<file path="src/signed_int_to_decimal_ascii_core_assert.svh">
// ----------------------------------------------------------------------------
// signed_int_to_decimal_ascii_core_assert.svh
// Assertion macros for the signed integer to decimal ASCII core.
// ----------------------------------------------------------------------------
`ifndef SIGNED_INT_TO_DECIMAL_ASCII_CORE_ASSERT_SVH
`define SIGNED_INT_TO_DECIMAL_ASCII_CORE_ASSERT_SVH

`ifndef SYNTH
// same-cycle implication, checked out of reset
`define SITDA_ASSERT_NOW(lbl, ante, cons, msg) \
	lbl: assert property (@(posedge clk) disable iff (!arst_n) (ante) |-> (cons)) \
		else $error(msg);
// next-cycle implication, checked out of reset
`define SITDA_ASSERT_NEXT(lbl, ante, cons, msg) \
	lbl: assert property (@(posedge clk) disable iff (!arst_n) (ante) |=> (cons)) \
		else $error(msg);
`else
`define SITDA_ASSERT_NOW(lbl, ante, cons, msg)
`define SITDA_ASSERT_NEXT(lbl, ante, cons, msg)
`endif

`endif

</file>
<file path="src/sitda_pkg.sv">
// ----------------------------------------------------------------------------
// sitda_pkg
// Constants and double-dabble helpers for the decimal ASCII converter.
// ----------------------------------------------------------------------------
package sitda_pkg;

	localparam int BIN_W        = 32;
	localparam int NUM_DIGITS   = 10;
	localparam int BCD_W        = 4 * NUM_DIGITS;
	localparam int WORD_W       = BCD_W + BIN_W;
	localparam int DD_PER_STAGE = 8;

	localparam logic [7:0] CHAR_ZERO  = 8'h30;
	localparam logic [7:0] CHAR_MINUS = 8'h2D;

	typedef logic [WORD_W-1:0] dd_word_t;
	typedef logic [BCD_W-1:0]  bcd_t;
	typedef logic [3:0]        digit_cnt_t;

	// one shift-add-3 step over the combined {bcd, binary} word
	function automatic dd_word_t dd_step(input dd_word_t w);
		dd_word_t r;
		r = w;
		for (int i = 0; i < NUM_DIGITS; i++) begin
			if (r[BIN_W + 4*i +: 4] >= 4'd5) begin
				r[BIN_W + 4*i +: 4] = r[BIN_W + 4*i +: 4] + 4'd3;
			end
		end
		return {r[WORD_W-2:0], 1'b0};
	endfunction

	// the steps done by one pipeline stage
	function automatic dd_word_t dd_stage(input dd_word_t w);
		dd_word_t r;
		r = w;
		for (int s = 0; s < DD_PER_STAGE; s++) begin
			r = dd_step(r);
		end
		return r;
	endfunction

endpackage

</file>
<file path="src/signed_int_to_decimal_ascii_core.sv">
// ----------------------------------------------------------------------------
// signed_int_to_decimal_ascii_core
// Converts a signed 32-bit integer into its decimal ASCII text, one
// character per output transaction, most significant character first.
// ----------------------------------------------------------------------------
// Each input transaction carries one two's complement value. The block sends
// out '-' for a negative value, then the decimal digits without leading zeros
// (zero gives a single '0'); last is high on the final character. The most
// negative value prints as "-2147483648". Conversion runs through a six-stage
// pipeline: stage 1 takes the magnitude, stages 2 to 5 each run eight
// double-dabble shift-add-3 steps, stage 6 counts digits and left-aligns the
// BCD. An output emitter then sends one character per cycle while out_ready is
// high, so a number takes 1 to 11 characters (digit count plus one for a
// minus sign); the emitter sets the sustained rate. A new value may enter
// every cycle while the pipeline has room, and a stall anywhere backs up
// through the stages without dropping or repeating a transaction. Each value
// passes stages 1 to 6 and the emitter register before its first character.
// ----------------------------------------------------------------------------
`include "signed_int_to_decimal_ascii_core_assert.svh"

module signed_int_to_decimal_ascii_core (
	input  logic              clk,
	input  logic              arst_n,
	input  logic              in_valid,
	output logic              in_ready,
	input  logic signed [31:0] value,
	output logic              out_valid,
	input  logic              out_ready,
	output logic [7:0]        char_out,
	output logic              last
);
	import sitda_pkg::*;

	// pipeline valid bits and payload
	logic             v_s1, v_s2, v_s3, v_s4, v_s5, v_s6;
	logic             neg_s1, neg_s2, neg_s3, neg_s4, neg_s5, neg_s6;
	logic [BIN_W-1:0] mag_s1;
	dd_word_t         word_s2, word_s3, word_s4, word_s5;
	bcd_t             bcd_s6;
	digit_cnt_t       ndig_s6;

	// emitter state
	logic       busy_q;
	logic       sign_q;
	digit_cnt_t rem_q;
	bcd_t       bcd_q;

	// stage-take signals: a stage loads when empty or when its content moves on
	logic take_s1, take_s2, take_s3, take_s4, take_s5, take_s6;
	logic out_fire, last_now, load_ok;

	assign out_fire = out_valid && out_ready;
	assign last_now = !sign_q && (rem_q == digit_cnt_t'(1));
	assign load_ok  = !busy_q || (out_fire && last_now);

	assign take_s6  = !v_s6 || load_ok;
	assign take_s5  = !v_s5 || take_s6;
	assign take_s4  = !v_s4 || take_s5;
	assign take_s3  = !v_s3 || take_s4;
	assign take_s2  = !v_s2 || take_s3;
	assign take_s1  = !v_s1 || take_s2;
	assign in_ready = take_s1;

	// digit count and left alignment of the finished BCD
	bcd_t       bcd_fin;
	digit_cnt_t nd;
	digit_cnt_t shamt;
	logic [5:0] bit_shamt;

	always_comb begin
		bcd_fin = word_s5[WORD_W-1:BIN_W];
		nd      = '0;
		for (int i = 0; i < NUM_DIGITS; i++) begin
			if (bcd_fin[4*i +: 4] != 4'd0) begin
				nd = digit_cnt_t'(i + 1);
			end
		end
		// zero still prints one digit
		if (nd == '0) begin
			nd = digit_cnt_t'(1);
		end
		shamt     = digit_cnt_t'(NUM_DIGITS) - nd;
		bit_shamt = {shamt, 2'b00};
	end

	// valid bits advance with their stage
	always_ff @(posedge clk or negedge arst_n) begin
		if (!arst_n) begin
			v_s1 <= 1'b0;
			v_s2 <= 1'b0;
			v_s3 <= 1'b0;
			v_s4 <= 1'b0;
			v_s5 <= 1'b0;
			v_s6 <= 1'b0;
		end else begin
			if (take_s1) v_s1 <= in_valid;
			if (take_s2) v_s2 <= v_s1;
			if (take_s3) v_s3 <= v_s2;
			if (take_s4) v_s4 <= v_s3;
			if (take_s5) v_s5 <= v_s4;
			if (take_s6) v_s6 <= v_s5;
		end
	end

	// payload: hold while the stage is stalled
	always_ff @(posedge clk) begin
		if (take_s1) begin
			neg_s1 <= value[BIN_W-1];
			// the most negative value negates to 2^31, which fits unsigned
			mag_s1 <= value[BIN_W-1] ? (BIN_W'(0) - BIN_W'(value)) : BIN_W'(value);
		end
		if (take_s2) begin
			neg_s2  <= neg_s1;
			word_s2 <= dd_stage({BCD_W'(0), mag_s1});
		end
		if (take_s3) begin
			neg_s3  <= neg_s2;
			word_s3 <= dd_stage(word_s2);
		end
		if (take_s4) begin
			neg_s4  <= neg_s3;
			word_s4 <= dd_stage(word_s3);
		end
		if (take_s5) begin
			neg_s5  <= neg_s4;
			word_s5 <= dd_stage(word_s4);
		end
		if (take_s6) begin
			neg_s6  <= neg_s5;
			ndig_s6 <= nd;
			bcd_s6  <= bcd_fin << bit_shamt;
		end
	end

	// emitter: send sign, then one digit per transaction from the top nibble
	always_ff @(posedge clk or negedge arst_n) begin
		if (!arst_n) begin
			busy_q <= 1'b0;
			sign_q <= 1'b0;
			rem_q  <= '0;
		end else if (load_ok) begin
			busy_q <= v_s6;
			sign_q <= v_s6 && neg_s6;
			rem_q  <= v_s6 ? ndig_s6 : '0;
		end else if (out_fire) begin
			if (sign_q) begin
				sign_q <= 1'b0;
			end else begin
				rem_q <= rem_q - digit_cnt_t'(1);
			end
		end
	end

	always_ff @(posedge clk) begin
		if (load_ok) begin
			bcd_q <= bcd_s6;
		end else if (out_fire && !sign_q) begin
			bcd_q <= bcd_q << 4;
		end
	end

	assign out_valid = busy_q;
	assign last      = last_now;
	assign char_out  = sign_q ? CHAR_MINUS : (CHAR_ZERO + {4'b0000, bcd_q[BCD_W-1 -: 4]});

	// the final character of a number is always a digit
	`SITDA_ASSERT_NOW(a_last_is_digit, out_valid && last, !sign_q, "last flagged on minus sign")
	// an active emitter always has between one and ten digits to go
	`SITDA_ASSERT_NOW(a_rem_range, busy_q,
		(rem_q != '0) && (rem_q <= digit_cnt_t'(NUM_DIGITS)), "digit count out of range")
	// a number handed to the emitter shows up on the output next cycle
	`SITDA_ASSERT_NEXT(a_load_busy, v_s6 && load_ok, busy_q, "emitter dropped a number")
	// a stalled last stage holds its contents
	`SITDA_ASSERT_NEXT(a_s6_hold, v_s6 && !load_ok,
		v_s6 && $stable(ndig_s6) && $stable(neg_s6), "stage 6 lost data while stalled")

endmodule

</file>
<file path="config.mk">
export PLATFORM = sky130hd
export DESIGN_NAME = signed_int_to_decimal_ascii_core
export DESIGN_NICKNAME = d
export VERILOG_FILES = /design/src/sitda_pkg.sv /design/src/signed_int_to_decimal_ascii_core.sv
export VERILOG_INCLUDE_DIRS = /design/src /design/src/src
export SDC_FILE = /design/constraint.sdc
export NUM_CORES = 1
export LEC_CHECK = 0
export BUFFER_PORTS_ARGS = -buffer_cell sky130_fd_sc_hd__buf_2
export CAP_MARGIN = 20
export CELL_PAD_IN_SITES_DETAIL_PLACEMENT = 2
export CELL_PAD_IN_SITES_GLOBAL_PLACEMENT = 2
export CORE_ASPECT_RATIO = 0.8
export CORE_MARGIN = 2
export CORE_UTILIZATION = 35
export CTS_BUF_LIST = sky130_fd_sc_hd__clkbuf_16
export CTS_CLUSTER_SIZE = 8
export DETAILED_ROUTE_END_ITERATION = 16
export PLACE_DENSITY = 0.82
export SYNTH_ARGS = -nofsm -noshare
export SYNTH_HDL_FRONTEND = slang
export SYNTH_SLANG_ARGS = --single-unit
</file>
<file path="constraint.sdc">
create_clock -name clk -period 21.6 [get_ports clk]
set_input_delay 6.48 -clock clk [delete_from_list [all_inputs] [get_ports clk]]
set_output_delay 6.48 -clock clk [all_outputs]
set_load 0.02 [all_outputs]
</file>
==> flow_summary.ini, run 1 <==
[sta]
timing.slew.headroom = 0.2948
drv_slew = 0
rsz0062_at_grt = false
hold_viol = 0
tightest_slew_ns = 1.058
fmax_mhz = 67.16
whs_ns = 0.4146
tns_ns = 0
fin_crit_sh = 0.6894
setup-violations-final = 0
fin_skew_ns = 0.03266
fin_crit_ns = 14.89

[grt]
grt.total_usage = 0.2053
grt_pass1_vias = 29887
met3_usage = 0.02333
grt.met1_usage = 0.2883
grt_pass1_wl_mm = 158.0
use_met2 = 0.3371
grt_overflow = 0
antenna_found_initial = 2
busiest_layer = met2
grt_max_degree = 52

[die]
io_pins = 47
die_y_um = 269.9
fp.dieW_um = 336.4
placementRows = 97
die-area_um2 = 90800
initial_utilization = 0.3535
core-area_um2 = 87510

[routing]
vias_per_cell = 5.894
drcViolationCount = 0
num_vias = 28456
postRouteAntennaNets = 0
drt_pass1_iterations = 5
drt_iter0_drc = 1694
wirelength_mm = 95.14
wl_per_cell_um = 19.71

[cts]
clk_latency_ns = 0.61
clk_pin_slew_worst_paths_ns = 0.06
clockRootBuffer = clkbuf_16
cts_num_sinks = 284
holdBufCountCts = 0
postCtsSetupBuffers = 0
tritoncts = yes
h-tree-depth = 2
cts_buffers = 44
clockBufferDepth = 3
cts_resized = 0

[worst_setup_path]
arrival_ns = 8.41
path_cells = buf_2, a21boi_4, nand3_2, nor2_1, nand4_1, buf_4, buf_2
cp_max_fo = 35
required_ns = 15.12
startpoint = out_ready
cpMaxStageDelayCell = nor2_1
path_delay_family = simple AND/OR/NAND/NOR gates
critPathKind = in -> out
cp_common_cell = buf_2
r2r-start = word_s4[48]
crit_path_end_kind = output port
slowest_delay_ns = 0.65
cp-start-kind = primary input
worst-path-buf-inv = 3

[min_path]
hp-class = reg -> reg
hold_path_startpoint = word_s3[17]

[synth]
synth-main-ff-cell = edfxtp_1
synth_warnings = 0
syn_area_per_cell_um2 = 8.532
yosysSeqAreaShare = 0.2737
ys_ff_latch = 284
ys_types = 155
netlist_instances = 3626
synth_top_area_frac = 0.2640
synth_common_cells = 316 x nand2_1, 272 x edfxtp_1, 271 x nor2_1, 243 x a21oi_1, 207 x inv_1
synth_async_sr_flop_share = 0.04225
yosys.area.top_type = edfxtp_1
synth_edf_count = 272
syn_area_um2 = 30940
yosysMostFrequentCell = nand2_1
synth_area_leaders = edfxtp_1 26%, ha_1 5.7%, mux2i_1 4.3%

[place]
dp_hpwl_mm = 70.90
placed_area_um2 = 32260
routabilityCongestion = 0.8263
io_buffers = 43

[status]
status = completed

[layout]
fin_area_um2 = 33670
drive_gt1_frac = 0.1206
area_delta_synth_final_pct = 8.853
fin_nets = 3791
diodes = 0

[flow_run]
maxCapViolations = 0
cells by family after synthesis:
| group | share of synthesized area |
|---|---|
| buffers and inverters | 0.04408 |
| AO/OA/AOI/OAI | 0.3006 |
| multiplexers | 0.08437 |
| flip-flops | 0.2737 |
| AND/OR/NAND/NOR | 0.1905 |
| adder cells (fa/ha/maj) | 0.05937 |
| other | 0.0002428 |
| XOR/XNOR | 0.04708 |
path summary, 6_finish.rpt:
kind                                    end  slack, ns  depth (start not counted)
worst max-delay path               in_ready       6.71                          7
worst min-delay path            word_s4[25]       0.41                          0
worst max register to register  word_s5[55]      13.53                         35
worst min register to register  word_s4[25]       0.41                          0
max in group asynchronous              v_s1      15.50                          1
min in group asynchronous         out_valid       5.81                          1
state kept, by name, indices dropped and copies added, names as in the netlist, 4 cells and up:
register,flops
bcd_s6,40
mag_s1,32
word_s4,39
ndig_s6,4
bcd_q,40
word_s3,37
word_s5,40
rem_q,4
word_s2,34
per-stage QoR:
stage / utilization / setup slack, ns / std cells
after floorplan: - / 5.554 / 3627
after detailed placement: 0.3687 / 5.759 / 4750
after global placement: 0.3687 / 5.965 / 4750
after global routing: 0.3848 / 6.604 / 4828
final: 0.3848 / 6.709 / 4828
after CTS: 0.3839 / 5.766 / 4823
metal layers:
metal	part of all wire	up-vias	routed length [um]
li1	-	13779	-
met1	0.49	14152	46640
met2	0.46	404	43640
met3	0.032	119	3084
met4	0.018	2	1752
met5	0.00021	-	20
worst register-to-register path, delay by kind of cell, from the launching register on:
family	cells	cell delay [ns]
AO/OA/AOI/OAI	10	2.73
flip-flops	1	0.47
adder cells (fa/ha/maj)	7	1.79
buffers and inverters	7	0.79
AND/OR/NAND/NOR	7	1.04
multiplexers	3	0.73
XOR/XNOR	1	0.23
cell type report:
cell class                      instances  area, um^2
Fill cell                            9875       53830
Multi-Input combinational cell       2997       21160
Sequential cell                       284        8468
Tap cell                             1188        1486
Clock buffer                           44        1101
Inverter                              227       852.1
Timing Repair Buffer                   59       382.9
Clock inverter                         29       227.7
layout by cell type (no fill, tap or decap), types with 46 or more instances in the layout:
cell type  count
a211oi_1      67
o22ai_1       57
o21ai_0      178
nand2_1      314
mux2i_1      133
xnor2_1       89
edfxtp_1     272
inv_1        225
ha_1         142
nand2b_1      83
o21a_1        46
nor3_1        85
o21ai_1       98
o211ai_1      52
a21oi_1      243
nand3_1       90
mux2_2        87
and2_1        50
nor2_1       271
Power of run 1 is not shown: default switching activity piles up to over one toggle a cycle in this logic, so the estimate is an artifact.
==> inputs of run 2 (changes only) <==
==> constraint.sdc (replaced) <==
create_clock -name clk -period 14.1 [get_ports clk]
set_input_delay 4.23 -clock clk [delete_from_list [all_inputs] [get_ports clk]]
set_output_delay 4.23 -clock clk [all_outputs]
set_load 0.02 [all_outputs]
==> run 2 against run 1 <==
  * Global-route usage up 0.065 points
  * Die area did not move
  * Hold slack improved by 0.00062 ns
  * Critical endpoint unchanged
==> flow_summary.ini, run 2 (synthesis results as in run 1) <==
[status]
status = completed

[layout]
final_cell_mix = 314 x nand2_1, 272 x edfxtp_1, 271 x nor2_1
fill_cells = 9819
fin_nets = 3790
fin_area_um2 = 33600
diodes = 0
stdcell_count = 4827
drive_gt1_frac = 0.1195
area_delta_synth_final_pct = 8.607
reg_top3 = bcd_q (40), bcd_s6 (40), word_s5 (40)
mostFrequentLayoutCell = nand2_1

[die]
initial_utilization = 0.3535
placementRows = 97
core-area_um2 = 87510
io_pins = 47
die_y_um = 269.9
die-area_um2 = 90800
fp.dieW_um = 336.4

[cts]
postCtsSetupBuffers = 0
clk_latency_ns = 0.60
clk_pin_slew_worst_paths_ns = 0.05
cts_num_sinks = 284
holdBufCountCts = 0
tritoncts = yes
clockBufferDepth = 3
cts_resized = 0
h-tree-depth = 2
clockRootBuffer = clkbuf_16
cts_buffers = 43

[routing]
vias_per_cell = 5.918
postRouteAntennaNets = 0
drcViolationCount = 0
drt_iter0_drc = 1528
wirelength_mm = 94.67
drt_pass1_iterations = 5
wl_per_cell_um = 19.61
num_vias = 28564

[sta]
rsz0062_at_grt = false
drv_slew = 0
tns_ns = 0
setup-violations-final = 0
timing.slew.headroom = 0.2127
fin_crit_sh = 0.7846
hold_viol = 0
fmax_mhz = 90.40
tightest_slew_ns = 1.170
fin_skew_ns = 0.03221
fin_crit_ns = 11.06

[grt]
grt_overflow = 0
grt_max_degree = 53
grt_pass1_wl_mm = 159.3
grt.total_usage = 0.2059
grt_pass1_vias = 30327
antenna_found_initial = 1

[place]
dp_hpwl_mm = 70.33
dp.cells = 4750
placed_area_um2 = 32260
io_buffers = 43
routabilityCongestion = 0.8228

[worst_setup_path]
crit_path_end_kind = output port
cp_max_fo = 52
required_ns = 9.87
arrival_ns = 6.83
critPathKind = in -> out
cp-start-kind = primary input

[min_path]
hp-class = reg -> reg

[flow_run]
maxCapViolations = 0
## run 2: stage by stage
step                  util  hold slack, ns  worst slack [ns]
floorplan                -          0.4003             2.554
global placement    0.3686          0.4006             2.347
detailed placement  0.3686          0.4057             2.072
CTS                 0.3830          0.4176             2.065
global route        0.3840          0.4194             2.824
finish              0.3840          0.4152             3.038
## run 2: worst max-delay path, cell delays in order
cell and delay (ns):
buf_2 0.13, a21boi_4 0.13, buf_4 0.56, nand3_2 0.40, nor2_1 0.65, nand4_1 0.17
buf_4 0.30, buf_2 0.23
## run 2: worst paths after layout
kind,startpoint,end,slack [ns],cells after the start
min in group asynchronous,arst_n,v_s3,3.58,1
setup reg to reg,word_s4[48],word_s5[55],5.92,35
max in group asynchronous,arst_n,v_s1,10.22,1
setup / recovery,out_ready,in_ready,3.04,8
hold reg to reg,word_s3[21],word_s4[29],0.42,0
hold / removal,word_s3[21],word_s4[29],0.42,0
## run 2: metal layers
layer / track usage / part of all wire / up-vias
met2: 0.3376 / 0.46 / 389
met1: 0.2894 / 0.49 / 14319
met4: 0.04248 / 0.016 / 2
li1: - / - / 13753
met3: 0.02534 / 0.033 / 101
met5: 0 / 0.00014 / -
## run 2: area by class of cell
type	instances	area, um^2	share of cell area
clock buffers	43	1076	0.03203
flip-flops and latches	284	8468	0.2520
multi-input cells	2997	21150	0.6295
well taps	1188	1486	0.04424
repair buffers	59	385.4	0.01147
inverters	227	852.1	0.02536
clock inverters	29	178.9	0.005325
Power of run 2 is left out for the same reason.
